--- config.mk ---
export PLATFORM = sky130hd
export DESIGN_NAME = spcd_div
export DESIGN_NICKNAME = d
export VERILOG_FILES = /design/src/spcd_pkg.sv /design/src/spcd_div.sv
export SDC_FILE = /design/constraint.sdc
export NUM_CORES = 2
export LEC_CHECK = 0
export ABC_AREA = 1
export ABC_CLOCK_PERIOD_IN_PS = 32000
export BUFFER_PORTS_ARGS = -buffer_cell sky130_fd_sc_hd__buf_2
export CAP_MARGIN = 5
export CORE_ASPECT_RATIO = 0.75
export CORE_MARGIN = 2
export CORE_UTILIZATION = 45
export DETAILED_ROUTE_END_ITERATION = 10
export HOLD_SLACK_MARGIN = 0.08
export PLACE_DENSITY = 0.67
export REMOVE_ABC_BUFFERS = 1
export SYNTH_ARGS = -nofsm -noshare
export SYNTH_HDL_FRONTEND = slang
export SYNTH_SLANG_ARGS = --single-unit
--- constraint.sdc ---
create_clock -name clk -period 32 [get_ports clk]
set_clock_uncertainty 0.1 [all_clocks]
set_input_delay 3.2 -clock clk [delete_from_list [all_inputs] [get_ports clk]]
set_output_delay 3.2 -clock clk [all_outputs]
set_load 0.01 [all_outputs]
--- src/spcd_pkg.sv ---
// ============================================================================
// spcd_pkg
// Shared constants and types for the segment closest-point pipeline.
// ============================================================================
package spcd_pkg;

  localparam int AXES = 3;

  // Clamp decision taken once the dot products are known.
  typedef struct packed {
    logic at_start;
    logic at_end;
  } clamp_t;

endpackage

--- src/spcd_div.sv ---
// ============================================================================
// spcd_div
// Pipelined restoring divider, one quotient bit per stage, with a sideband.
// ============================================================================
module spcd_div #(
  parameter int VW = 34,
  parameter int FB = 16,
  parameter int SW = 8
) (
  input  logic          clk,
  input  logic          rst,
  input  logic          in_valid,
  output logic          in_hold,
  input  logic [VW-1:0] num,
  input  logic [VW-1:0] den,
  input  logic [SW-1:0] side_in,
  output logic          out_valid,
  input  logic          out_hold,
  output logic [FB-1:0] quo,
  output logic [SW-1:0] side_out
);
  import spcd_pkg::*;

  logic [FB-1:0] vld;
  logic [FB-1:0] en;

  logic [VW-1:0] rem    [FB];
  logic [VW-1:0] den_r  [FB];
  logic [FB-1:0] q      [FB];
  logic [SW-1:0] side_r [FB];

  logic [VW-1:0] stg_rem  [FB+1];
  logic [VW-1:0] stg_den  [FB+1];
  logic [FB-1:0] stg_q    [FB+1];
  logic [SW-1:0] stg_side [FB+1];
  logic [FB:0]   stg_vld;

  logic [VW:0]   trial  [FB];
  logic [FB-1:0] take;
  logic [VW-1:0] rem_nx [FB];
  logic [FB-1:0] q_nx   [FB];

  always_comb begin
    stg_rem[0]  = num;
    stg_den[0]  = den;
    stg_q[0]    = '0;
    stg_side[0] = side_in;
    stg_vld[0]  = in_valid;
    for (int i = 0; i < FB; i++) begin
      stg_rem[i+1]  = rem[i];
      stg_den[i+1]  = den_r[i];
      stg_q[i+1]    = q[i];
      stg_side[i+1] = side_r[i];
      stg_vld[i+1]  = vld[i];
    end
  end

  always_comb begin
    for (int i = 0; i < FB; i++) begin
      trial[i]  = {stg_rem[i], 1'b0};
      take[i]   = trial[i] >= {1'b0, stg_den[i]};
      rem_nx[i] = take[i] ? VW'(trial[i] - {1'b0, stg_den[i]}) : trial[i][VW-1:0];
      q_nx[i]   = {stg_q[i][FB-2:0], take[i]};
    end
  end

  always_comb begin
    en[FB-1] = !vld[FB-1] || !out_hold;
    for (int i = FB - 2; i >= 0; i--) begin
      en[i] = !vld[i] || en[i+1];
    end
  end

  assign in_hold   = !en[0];
  assign out_valid = vld[FB-1];
  assign quo       = q[FB-1];
  assign side_out  = side_r[FB-1];

  always_ff @(posedge clk) begin
    if (rst) begin
      vld <= '0;
    end else begin
      for (int i = 0; i < FB; i++) begin
        if (en[i]) vld[i] <= stg_vld[i];
      end
    end
  end

  always_ff @(posedge clk) begin
    for (int i = 0; i < FB; i++) begin
      if (en[i]) begin
        rem[i]    <= rem_nx[i];
        den_r[i]  <= stg_den[i];
        q[i]      <= q_nx[i];
        side_r[i] <= stg_side[i];
      end
    end
  end

endmodule

==> metrics.md <==
| Metric | Value |
|---|---|
| Status | `completed` |
| FP Rows | `133` |
| Grt total ovfl | `0` |
| Die H | `369 um` |
| Number of global-route vias before repair | `59700` |
| Worst Hold Slack | `0.312 ns` |
| DR iter-0 viols | `7337` |
| Max-Cap Viols | `0` |
| Routed via count | `64100` |
| WL per Instance | `23.1 um` |
| Worst skew pair latency | `0.79 ns` |
| Tightest Pin Transition | `1.08 ns` |
| # setup viols final | `0` |
| Initial Util | `45.4%` |
| Register area share after synthesis | `48.7%` |
| CP Class | `primary input to output port` |
| TritonCTS clock tree | `done` |
| Clock Path Buffers | `3` |
| RSZ-0062 raised after global routing | `no` |
| Post-route DRC | `0` |
| Leak | `38.0 nW` |
| Pint | `0.00491 W` |
| Pre-CTS setup slack | `21.40 ns` |
| Pwr dens | `105 mW/mm^2` |
| Worst Setup Start Kind | `primary input` |
| Slew Viols, Final | `0` |
| Die width | `490 um` |
| Synth Register Bits | `1300` |
| CP Max Fanout | `37` |
| Peak VDD IR | `0.0000637 V` |
| Psw | `0.00426 W` |
| Vias per Instance | `5.49` |
| Clock power frac | `17.2%` |
| Combinational fraction of design power | `50.3%` |
| GP Congestion | `0.974` |
| Post-DP HPWL | `222 mm` |
| CTS resizes | `0` |
| WP data arrival | `7.21 ns` |
| Setup tns final | `0 ns` |
| DR pass1 iterations | `6` |
| Post-Synthesis Cell Area | `0.0798 sq mm` |
| Fin worst setup slack | `21.49 ns` |
| Seq pwr share | `32.5%` |
| Final ANT Viol Nets | `0` |
| Fin cells | `11700` |
| Area growth syn-to-layout | `8.94%` |
| First-pass GRT wire length | `391 mm` |
| Slew headroom | `28.3%` |
| CP dominant cell by count | `nor2_2` |
| Core ar. | `0.176 sq mm` |
| Routed WL | `270 mm` |
| Root buffer cell | `clkbuf_16` |
| Number of buffer and inverter stages on the critical path | `4` |
| Switching share of power | `46.4%` |
| Final Hold Viols | `0` |
| Placed cells | `11400` |
| Largest net degree at the start of global routing | `86` |
| Netlist cell types | `49` |
| Postcts setup bufs | `0` |
| Clock slew at reported path FFs | `0.06 ns` |
| I/O Buffers | `105` |
| Ys Warns | `0` |
| CTS Hold Bufs | `0` |
| Tcrit/Tclk final | `32.8%` |
| Post-synth EDFFs | `1284` |
| CP peak stage delay | `0.68 ns` |
| Initial antenna violation count | `27` |
| Mean Syn Cell Area | `8.81 sq um` |
| Final #Nets | `9840` |
| Sink Count | `1300` |
| Ys flop type | `edfxtp_1` |
| Inserted Clock Buffers | `133` |
| GRT Overall Usage | `29.2%` |
| Cells after Synth | `9060` |
| Post-synth ARST share | `0%` |
| Slowest cell on crit path | `nand4_1` |
| H-tree Lvls | `4` |
| Critical Path RT | `28.70 ns` |
| Die area | `0.181 sq mm` |
| CP top delay family | `simple AND/OR/NAND/NOR gates` |
| Share of cells above drive strength 1 | `4.79%` |
| Crit end category | `output port` |
| IO Pins | `106` |
| Fmax | `95.2 MHz` |
| Final min period | `10.51 ns` |
| Worst hold path type | `flop to flop` |
| Worst path cell trace | `buf_2 -> nand2_2 -> nor2_1 -> nand4_1 -> nor2_2 -> nand4_1 -> buf_4 -> nor2_2 -> nand4_4 -> nor2_2 -> nand3_4 -> inv_1 -> buf_2` |
## state kept, by name, summed over array words and instances, names as in the netlist
| register | flops |
|---|---|
| rem | 510 |
| q | 136 |
| side_r | 128 |
| den_r | 510 |
| vld | 16 |
## final timing paths
| check | start | to | slack, ns | depth (start not counted) |
|---|---|---|---|---|
| worst max-delay path | out_hold | in_hold | 21.49 | 13 |
| worst min-delay path | q[1][37] | q[1][54] | 0.31 | 0 |
| worst max register to register | vld[15] | den_r[0][98] | 26.91 | 11 |
| worst min register to register | q[1][37] | q[1][54] | 0.31 | 0 |
## per-stage QoR
stage	total power [W]	utilization (%)	cell area (sq um)
finish	0.00917	49.5	87000
CTS	0.00908	49.5	87000
global placement	0.00748	47.0	82600
floorplan	0.00581	-	78800
detailed placement	0.00747	47.0	82600
global route	0.00975	49.5	87000
## power by group through the flow
stage / clock [W] / sequential, W / combinational (W)
floorplan: 0 / 0.00274 / 0.00307
global placement: 0 / 0.00300 / 0.00448
detailed placement: 0 / 0.00300 / 0.00447
CTS: 0.00161 / 0.00297 / 0.00450
global route: 0.00168 / 0.00301 / 0.00507
finish: 0.00158 / 0.00298 / 0.00461
## area by class of cell
cell class                      instances  area, sq um
Antenna cell                            5         12.5
Clock buffer                          154         3430
Clock inverter                         86          950
Fill cell                           16800        88700
Inverter                             1215         4570
Multi-Input combinational cell       6419        35500
Sequential cell                      1300        38900
Tap cell                             2362         2960
Timing Repair Buffer                  133          736
## logic make-up after synthesis
logic type	after synthesis	synth area share, %
AND/OR/NAND/NOR	3895	19.7
XOR/XNOR	371	4.07
adder cells (fa/ha/maj)	558	8.89
flip-flops	1300	48.7
AO/OA/AOI/OAI	1595	11.6
buffers and inverters	1341	7.06
## routing by layer
metal  track usage [%]  routed length [um]  part of all wire [%]
met1              46.4              132000                    49
met2              40.5              107000                    40
met3              6.01               25500                   9.5
met4              5.85                5740                   2.1
met5                 0                  56                 0.021
## cells in the mapped netlist, types with 57 or more instances
| cell type | count | area (sq um) |
|---|---|---|
| a21o_1 | 86 | 646 |
| a21oi_1 | 585 | 2930 |
| buf_6 | 57 | 642 |
| edfxtp_1 | 1284 | 38600 |
| ha_1 | 543 | 6790 |
| inv_1 | 1212 | 4550 |
| nand2_1 | 2427 | 9110 |
| nand3_1 | 372 | 1860 |
| nand4_1 | 66 | 413 |
| nor2_1 | 800 | 3000 |
| nor3_1 | 132 | 661 |
| o21a_1 | 64 | 480 |
| o21ai_0 | 385 | 1930 |
| o21ai_1 | 186 | 931 |
| o21bai_1 | 62 | 465 |
| xnor2_1 | 225 | 1970 |
| xor2_1 | 146 | 1280 |
## placed cells by master (no fill, tap or decap), types with 46 or more instances in the layout
master     synthesis  layout
o21a_1            64      64
nand3b_1          52      52
nor3_1           132     132
edfxtp_1        1284    1284
buf_2             22     105
nand2_1         2427    2422
nor2_1           800     800
inv_1           1212    1205
xor2_1           146     146
o21bai_1          62      62
a21o_1            86      86
ha_1             543     543
o211ai_1          46      46
nand3_1          372     371
o21ai_0          385     385
nand4_1           66      66
o21ai_1          186     186
a31oi_1           56      56
clkbuf_16          0     134
a21oi_1          585     584
xnor2_1          225     225
No activity file was read; power rests on OpenSTA's default activity.
