## src/spcd_pkg.sv

```systemverilog
// ============================================================================
// spcd_pkg
// Shared constants and types for the segment closest-point pipeline.
// ============================================================================
package spcd_pkg;

  localparam int AXES = 3;

  // Clamp decision taken once the dot products are known.
  typedef struct packed {
    logic at_start;
    logic at_end;
  } clamp_t;

endpackage

```

## src/spcd_interp.sv

```systemverilog
// ============================================================================
// spcd_interp
// Five-stage back end: offset products, rounding and clamp selection,
// query differences, squares and the final distance sum.
// ============================================================================
module spcd_interp #(
  parameter int CW = 16,
  parameter int FB = 16
) (
  input  logic                               clk,
  input  logic                               rst,
  input  logic                               in_valid,
  output logic                               in_hold,
  input  logic [FB-1:0]                      frac_q,
  input  spcd_pkg::clamp_t                   clamp,
  input  logic [spcd_pkg::AXES-1:0][CW-1:0]  start_pt,
  input  logic [spcd_pkg::AXES-1:0][CW-1:0]  query_pt,
  input  logic [spcd_pkg::AXES-1:0][CW:0]    dir_pt,
  output logic                               out_valid,
  input  logic                               out_hold,
  output logic [spcd_pkg::AXES-1:0][CW-1:0]  near,
  output logic [FB:0]                        fraction,
  output logic [2*CW+1:0]                    sqr_dist
);
  import spcd_pkg::*;

  localparam int NS = 5;
  localparam int MW = CW + FB;
  localparam int DW = CW + 1;
  localparam int QW = 2 * CW + 2;
  localparam logic [MW:0] HALF    = (MW + 1)'(1) << (FB - 1);
  localparam logic [FB:0] FRAC_ONE = (FB + 1)'(1) << FB;

  logic [NS-1:0] vld;
  logic [NS-1:0] en;

  logic [AXES-1:0][CW-1:0] mag;
  logic [AXES-1:0][DW-1:0] negv;
  logic [AXES-1:0][MW:0]   rnd;
  logic [AXES-1:0][CW-1:0] qoff;
  logic [AXES-1:0][DW-1:0] off;
  logic [AXES-1:0][DW-1:0] c_full, b_full;
  logic [AXES-1:0][CW-1:0] c_sel;
  logic [FB:0]             w_sel;
  logic [AXES-1:0][QW-1:0] sq_full;
  logic [QW-1:0]           dist_sum;

  logic [AXES-1:0][MW-1:0] prod1;
  logic [AXES-1:0]         neg1;
  logic [AXES-1:0][CW-1:0] a1, p1;
  logic [AXES-1:0][DW-1:0] v1;
  clamp_t                  clamp1;
  logic [FB-1:0]           w1;

  logic [AXES-1:0][CW-1:0] c2, p2, c3, c4;
  logic [FB:0]             w2, w3, w4;
  logic [AXES-1:0][DW-1:0] d3;
  logic [AXES-1:0][2*CW-1:0] sq4;

  always_comb begin
    en[NS-1] = !vld[NS-1] || !out_hold;
    for (int i = NS - 2; i >= 0; i--) begin
      en[i] = !vld[i] || en[i+1];
    end
  end

  assign in_hold   = !en[0];
  assign out_valid = vld[NS-1];

  always_comb begin
    for (int k = 0; k < AXES; k++) begin
      negv[k]    = DW'(0) - dir_pt[k];
      mag[k]     = dir_pt[k][CW] ? negv[k][CW-1:0] : dir_pt[k][CW-1:0];
      rnd[k]     = {1'b0, prod1[k]} + HALF;
      qoff[k]    = rnd[k][MW-1:FB];
      off[k]     = neg1[k] ? DW'(0) - {1'b0, qoff[k]} : {1'b0, qoff[k]};
      c_full[k]  = {a1[k][CW-1], a1[k]} + off[k];
      b_full[k]  = {a1[k][CW-1], a1[k]} + v1[k];
      sq_full[k] = QW'($signed(d3[k]) * $signed(d3[k]));
    end
    priority if (clamp1.at_start) begin
      c_sel = a1;
      w_sel = '0;
    end else if (clamp1.at_end) begin
      for (int k = 0; k < AXES; k++) c_sel[k] = b_full[k][CW-1:0];
      w_sel = FRAC_ONE;
    end else begin
      for (int k = 0; k < AXES; k++) c_sel[k] = c_full[k][CW-1:0];
      w_sel = {1'b0, w1};
    end
    dist_sum = '0;
    for (int k = 0; k < AXES; k++) begin
      dist_sum = dist_sum + QW'(sq4[k]);
    end
  end

  always_ff @(posedge clk) begin
    if (rst) begin
      vld <= '0;
    end else begin
      if (en[0]) vld[0] <= in_valid;
      if (en[1]) vld[1] <= vld[0];
      if (en[2]) vld[2] <= vld[1];
      if (en[3]) vld[3] <= vld[2];
      if (en[4]) vld[4] <= vld[3];
    end
  end

  always_ff @(posedge clk) begin
    if (en[0]) begin
      for (int k = 0; k < AXES; k++) begin
        prod1[k] <= MW'(mag[k]) * MW'(frac_q);
        neg1[k]  <= dir_pt[k][CW];
      end
      a1     <= start_pt;
      p1     <= query_pt;
      v1     <= dir_pt;
      clamp1 <= clamp;
      w1     <= frac_q;
    end
    if (en[1]) begin
      c2 <= c_sel;
      p2 <= p1;
      w2 <= w_sel;
    end
    if (en[2]) begin
      for (int k = 0; k < AXES; k++) begin
        d3[k] <= {p2[k][CW-1], p2[k]} - {c2[k][CW-1], c2[k]};
      end
      c3 <= c2;
      w3 <= w2;
    end
    if (en[3]) begin
      for (int k = 0; k < AXES; k++) begin
        sq4[k] <= sq_full[k][2*CW-1:0];
      end
      c4 <= c3;
      w4 <= w3;
    end
    if (en[4]) begin
      sqr_dist <= dist_sum;
      near     <= c4;
      fraction <= w4;
    end
  end

endmodule

```

## config.mk

```make
export PLATFORM = sky130hd
export DESIGN_NAME = spcd_interp
export DESIGN_NICKNAME = d
export VERILOG_FILES = /design/src/spcd_pkg.sv /design/src/spcd_interp.sv
export SDC_FILE = /design/constraint.sdc
export NUM_CORES = 2
export LEC_CHECK = 0
export ABC_AREA = 1
export BUFFER_PORTS_ARGS = -buffer_cell sky130_fd_sc_hd__clkbuf_2
export CORE_MARGIN = 5
export CORE_UTILIZATION = 60
export DETAILED_ROUTE_END_ITERATION = 6
export PLACE_DENSITY = 0.77
export SLEW_MARGIN = 30
export SYNTH_ARGS = -nofsm -noshare
export SYNTH_HDL_FRONTEND = slang
export SYNTH_SLANG_ARGS = --single-unit
```

## constraint.sdc

```tcl
create_clock -name clk -period 35.3 [get_ports clk]
set_input_delay 3.53 -clock clk [delete_from_list [all_inputs] [get_ports clk]]
set_output_delay 3.53 -clock clk [all_outputs]
set_load 0.05 [all_outputs]
```

==> run summary <==
The fraction of layout cells with a size suffix above 1 came out at 6.09%. The number of global-route vias before repair is approximately 66000. The number of buffers created by CTS is 81. The first-pass GRT wire length is 352000 um. Among all stages on the critical path, the largest delay is contributed by sky130_fd_sc_hd__fa_1. The gate count after technology mapping is 9115. The highest clock rate is 96.3 MHz. TritonCTS built the clock tree.

Ranked by instance count, the synthesized netlist is headed by sky130_fd_sc_hd__inv_1, sky130_fd_sc_hd__nand2_1, sky130_fd_sc_hd__fa_1, sky130_fd_sc_hd__edfxtp_1, sky130_fd_sc_hd__ha_1. The root buffer cell chosen for the clock tree is sky130_fd_sc_hd__clkbuf_16. Setup slack on the critical path of the routed design comes to between 20000 and 25000 ps. The final standard cell area without fillers came out at roughly 0.091 mm2. The number of levels in the clock H-tree came out at 3.

The worst setup timing slack at the placement stage is 24290 ps. The max-cap violation count is 0. At the later pin of the worst-skew pair, clock insertion delay measures around 700 ps. The total overflow left after global routing is 0.

The yosys synthesis warning count came out at 0. In the post-synthesis netlist, the biggest area contributors are sky130_fd_sc_hd__fa_1, sky130_fd_sc_hd__edfxtp_1, sky130_fd_sc_hd__inv_1. After legalization and detailed placement, the total HPWL measured ~180000 um. Along the worst path, the maximum fanout reaches 18.

The total count of max-transition violations in the final report came out at 0. The number of iterations in the first detailed-routing pass is 6. The register-to-register setup slack came out at between 20000 and 30000 ps. The synthesized netlist contains 67 unique library cells. The total negative slack came out at 0 ps. Hold repair after CTS inserted 0 buffers.

The total via count in the routed design is 61400. The number of vias per cell after detailed routing is 5.46. The cell that appears most often on the critical path is sky130_fd_sc_hd__inv_1.

The sum of routed wire length over all layers is approximately 220000 um. STA classifies the critical path startpoint as an input port. The starting density of the core came out at 60.3%. The maximum number of pins on one net before global-route repair came out at 94. The kind of end point of the critical path is a register. The clock-pin slew on the worst setup and hold paths is around 70 ps. The maximum number of buffers from clock root to sink came out at 3. Setup violations remaining at the end of the flow were counted as 0. The number of enable flip-flop cells after synthesis came out at 702. The top cell type by area accounts for 32.7% of the synthesized area. The largest register by flop count is sq4. The share of flip-flops with an asynchronous set or reset after synthesis is 0%. The flow ran to the end, and the final reports show no timing, DRC or antenna violations. In this run, the number of DRC markers left after iteration 0 of detailed routing was 4776.

The floorplan step set the die width to 387 um. The y dimension of the die is 387 um. In the final layout, the registers with the most flip-flops are sq4: 93 flops, d3: 51 flops, prod1: 51 flops. The final antenna-violating net count came out at 0. The ratio of final minimum period to clock period is 29.4%. The number of setup buffers added after CTS came out at 0. The residual DRC count came out at 0. The number of flip-flops and latches in the synthesized netlist came out at 707. The average instance area after synthesis is 9.35 um2. Setup repair after global routing left no endpoint under its margin. The total track usage came out at 29.8%.

The final RePlAce weighted congestion is 0.969. The required arrival time at the worst endpoint came out at 35750 ps. The net total in the final layout is 11500.

The critical path arrival is approximately 11000 ps. The post-cts resize count came out at 0. The floorplan has ~140 rows.

The signed area change from the synthesized netlist to the final layout came out at 6.94%. The kind of critical path is in2reg. The min-delay analysis places its worst path in the category reg2reg. The register with the most flip-flops in the layout has between 90 and 100 of them.

In the synthesized netlist the dominant register cell turns out to be sky130_fd_sc_hd__edfxtp_1. The synthesized area came out at 0.0853 mm2. The count of input and output buffers is ~270. The number of antenna violations at the first check in global routing is 17.

The final-report hold violation count came out at 0. The most numerous cell in the Yosys netlist is sky130_fd_sc_hd__inv_1. Of all cell types, the one taking the most synthesized area is sky130_fd_sc_hd__fa_1. Headroom to the max-slew limit came out at 27.0%.

For this design, the sink count on the clock tree is 707. For the pin with the worst max-slew slack, the measured transition is about 1100 ps. The largest incremental delay on the critical path is between 500 and 600 ps.

The number of top-level design ports is 270. The average wire per cell in the routed design came out at 19.4 um. The final clock skew came out at 40.9 ps. After synthesis, flip-flops and latches occupy 24.8% of the total area. The clock period minus final worst setup slack came out at 10390 ps. The placement-stage cell area is 0.0884 mm2.

The area of the core is 0.141 mm2. The total die area came out at 0.150 mm2.
-- per-layer routing --
layer  GRT usage [%]  vias up  share of wire (%)
met1            39.1    30200                 39
met3            7.36      530                 10
met2            48.5     2658                 47
met5               0        -              0.015
met4            11.1        6                4.1
li1                -    28000                  -
-- metrics by stage --
| stage | cells | utilization (%) | hold slack, ps |
|---|---|---|---|
| 4_1_cts | 11200 | 64.5 | 401 |
| 2_1_floorplan | 9117 | - | 400 |
| 6_report | 11200 | 64.5 | 403 |
| 3_3_place_gp | 11100 | 62.5 | 400 |
| 3_5_place_dp | 11100 | 62.5 | 405 |
| 5_1_grt | 11200 | 64.5 | 406 |
-- final timing paths --
kind                                start   endpoint  cells past startpoint
worst min register to register      c4[0]    near[0]                      0
worst max-delay path            dir_pt[0]  prod1[25]                     30
worst min-delay path                c4[0]    near[0]                      0
worst max register to register     d3[36]    sq4[93]                     19
-- critical path, delay by kind of cell --
family / cells / cell delay, ps
AOI/OAI and AO/OA: 5 / 1010
xor gates and xnor gates: 2 / 320
adders and majority gates: 8 / 3510
buffers and inverters: 9 / 1260
and+or+nand+nor: 6 / 1210
-- final cells by class --
type                       count  area (um2)
antenna                        4        10.0
clock buffer                  95        2130
clock inverter                55         593
fill                       11300       50200
inverter                    2304        8670
multi-input combinational   5873       54500
sequential                   707       21200
tap                         1890        2360
timing repair buffer         313        1700
-- placed cells by master (no fill, tap or decap), types with 6 or more instances in the layout --
| cell type | synthesis | layout |
|---|---|---|
| sky130_fd_sc_hd__o21ai_2 | 7 | 7 |
| sky130_fd_sc_hd__nand4_1 | 56 | 56 |
| sky130_fd_sc_hd__clkinvlp_4 | 0 | 10 |
| sky130_fd_sc_hd__a21boi_0 | 7 | 7 |
| sky130_fd_sc_hd__a21oi_1 | 360 | 360 |
| sky130_fd_sc_hd__o2111ai_1 | 8 | 8 |
| sky130_fd_sc_hd__bufinv_16 | 0 | 6 |
| sky130_fd_sc_hd__or2_2 | 49 | 49 |
| sky130_fd_sc_hd__nand3_1 | 151 | 151 |
| sky130_fd_sc_hd__o211ai_1 | 16 | 16 |
| sky130_fd_sc_hd__inv_6 | 0 | 12 |
| sky130_fd_sc_hd__edfxtp_1 | 702 | 702 |
| sky130_fd_sc_hd__a21o_1 | 18 | 18 |
| sky130_fd_sc_hd__a211oi_1 | 7 | 7 |
| sky130_fd_sc_hd__nand2_2 | 11 | 11 |
| sky130_fd_sc_hd__clkbuf_16 | 0 | 81 |
| sky130_fd_sc_hd__buf_4 | 0 | 43 |
| sky130_fd_sc_hd__inv_2 | 11 | 14 |
| sky130_fd_sc_hd__nor3_1 | 30 | 30 |
| sky130_fd_sc_hd__ha_1 | 676 | 676 |
| sky130_fd_sc_hd__nor2_1 | 664 | 664 |
| sky130_fd_sc_hd__o21ai_0 | 201 | 201 |
| sky130_fd_sc_hd__o21bai_1 | 23 | 23 |
| sky130_fd_sc_hd__o31ai_1 | 15 | 15 |
| sky130_fd_sc_hd__nor4_1 | 19 | 19 |
| sky130_fd_sc_hd__nor2_2 | 13 | 13 |
| sky130_fd_sc_hd__nand2_1 | 1679 | 1678 |
| sky130_fd_sc_hd__o21ai_1 | 19 | 19 |
| sky130_fd_sc_hd__clkbuf_2 | 0 | 269 |
| sky130_fd_sc_hd__nand3b_1 | 14 | 14 |
| sky130_fd_sc_hd__clkinv_2 | 0 | 12 |
| sky130_fd_sc_hd__xnor2_1 | 121 | 121 |
| sky130_fd_sc_hd__o21a_1 | 21 | 21 |
| sky130_fd_sc_hd__inv_1 | 2274 | 2268 |
| sky130_fd_sc_hd__a31oi_1 | 27 | 27 |
| sky130_fd_sc_hd__xor2_1 | 208 | 207 |
| sky130_fd_sc_hd__clkbuf_1 | 208 | 9 |
| sky130_fd_sc_hd__fa_1 | 1392 | 1392 |
| sky130_fd_sc_hd__clkinv_1 | 19 | 25 |
-- cell families after synthesis --
family	count (synthesis)	share of synthesized area, %
buffers and inverters	2537	11.2
and+or+nand+nor	2709	12.8
AOI/OAI and AO/OA	760	5.06
xor gates and xnor gates	330	3.40
adders and majority gates	2068	42.6
DFF	707	24.8
other	1	0.00440
muxes	3	0.0352
Power is left out: the tool's default activity adds up to more than one toggle a clock period on the data nets, which glitch-free logic cannot reach.
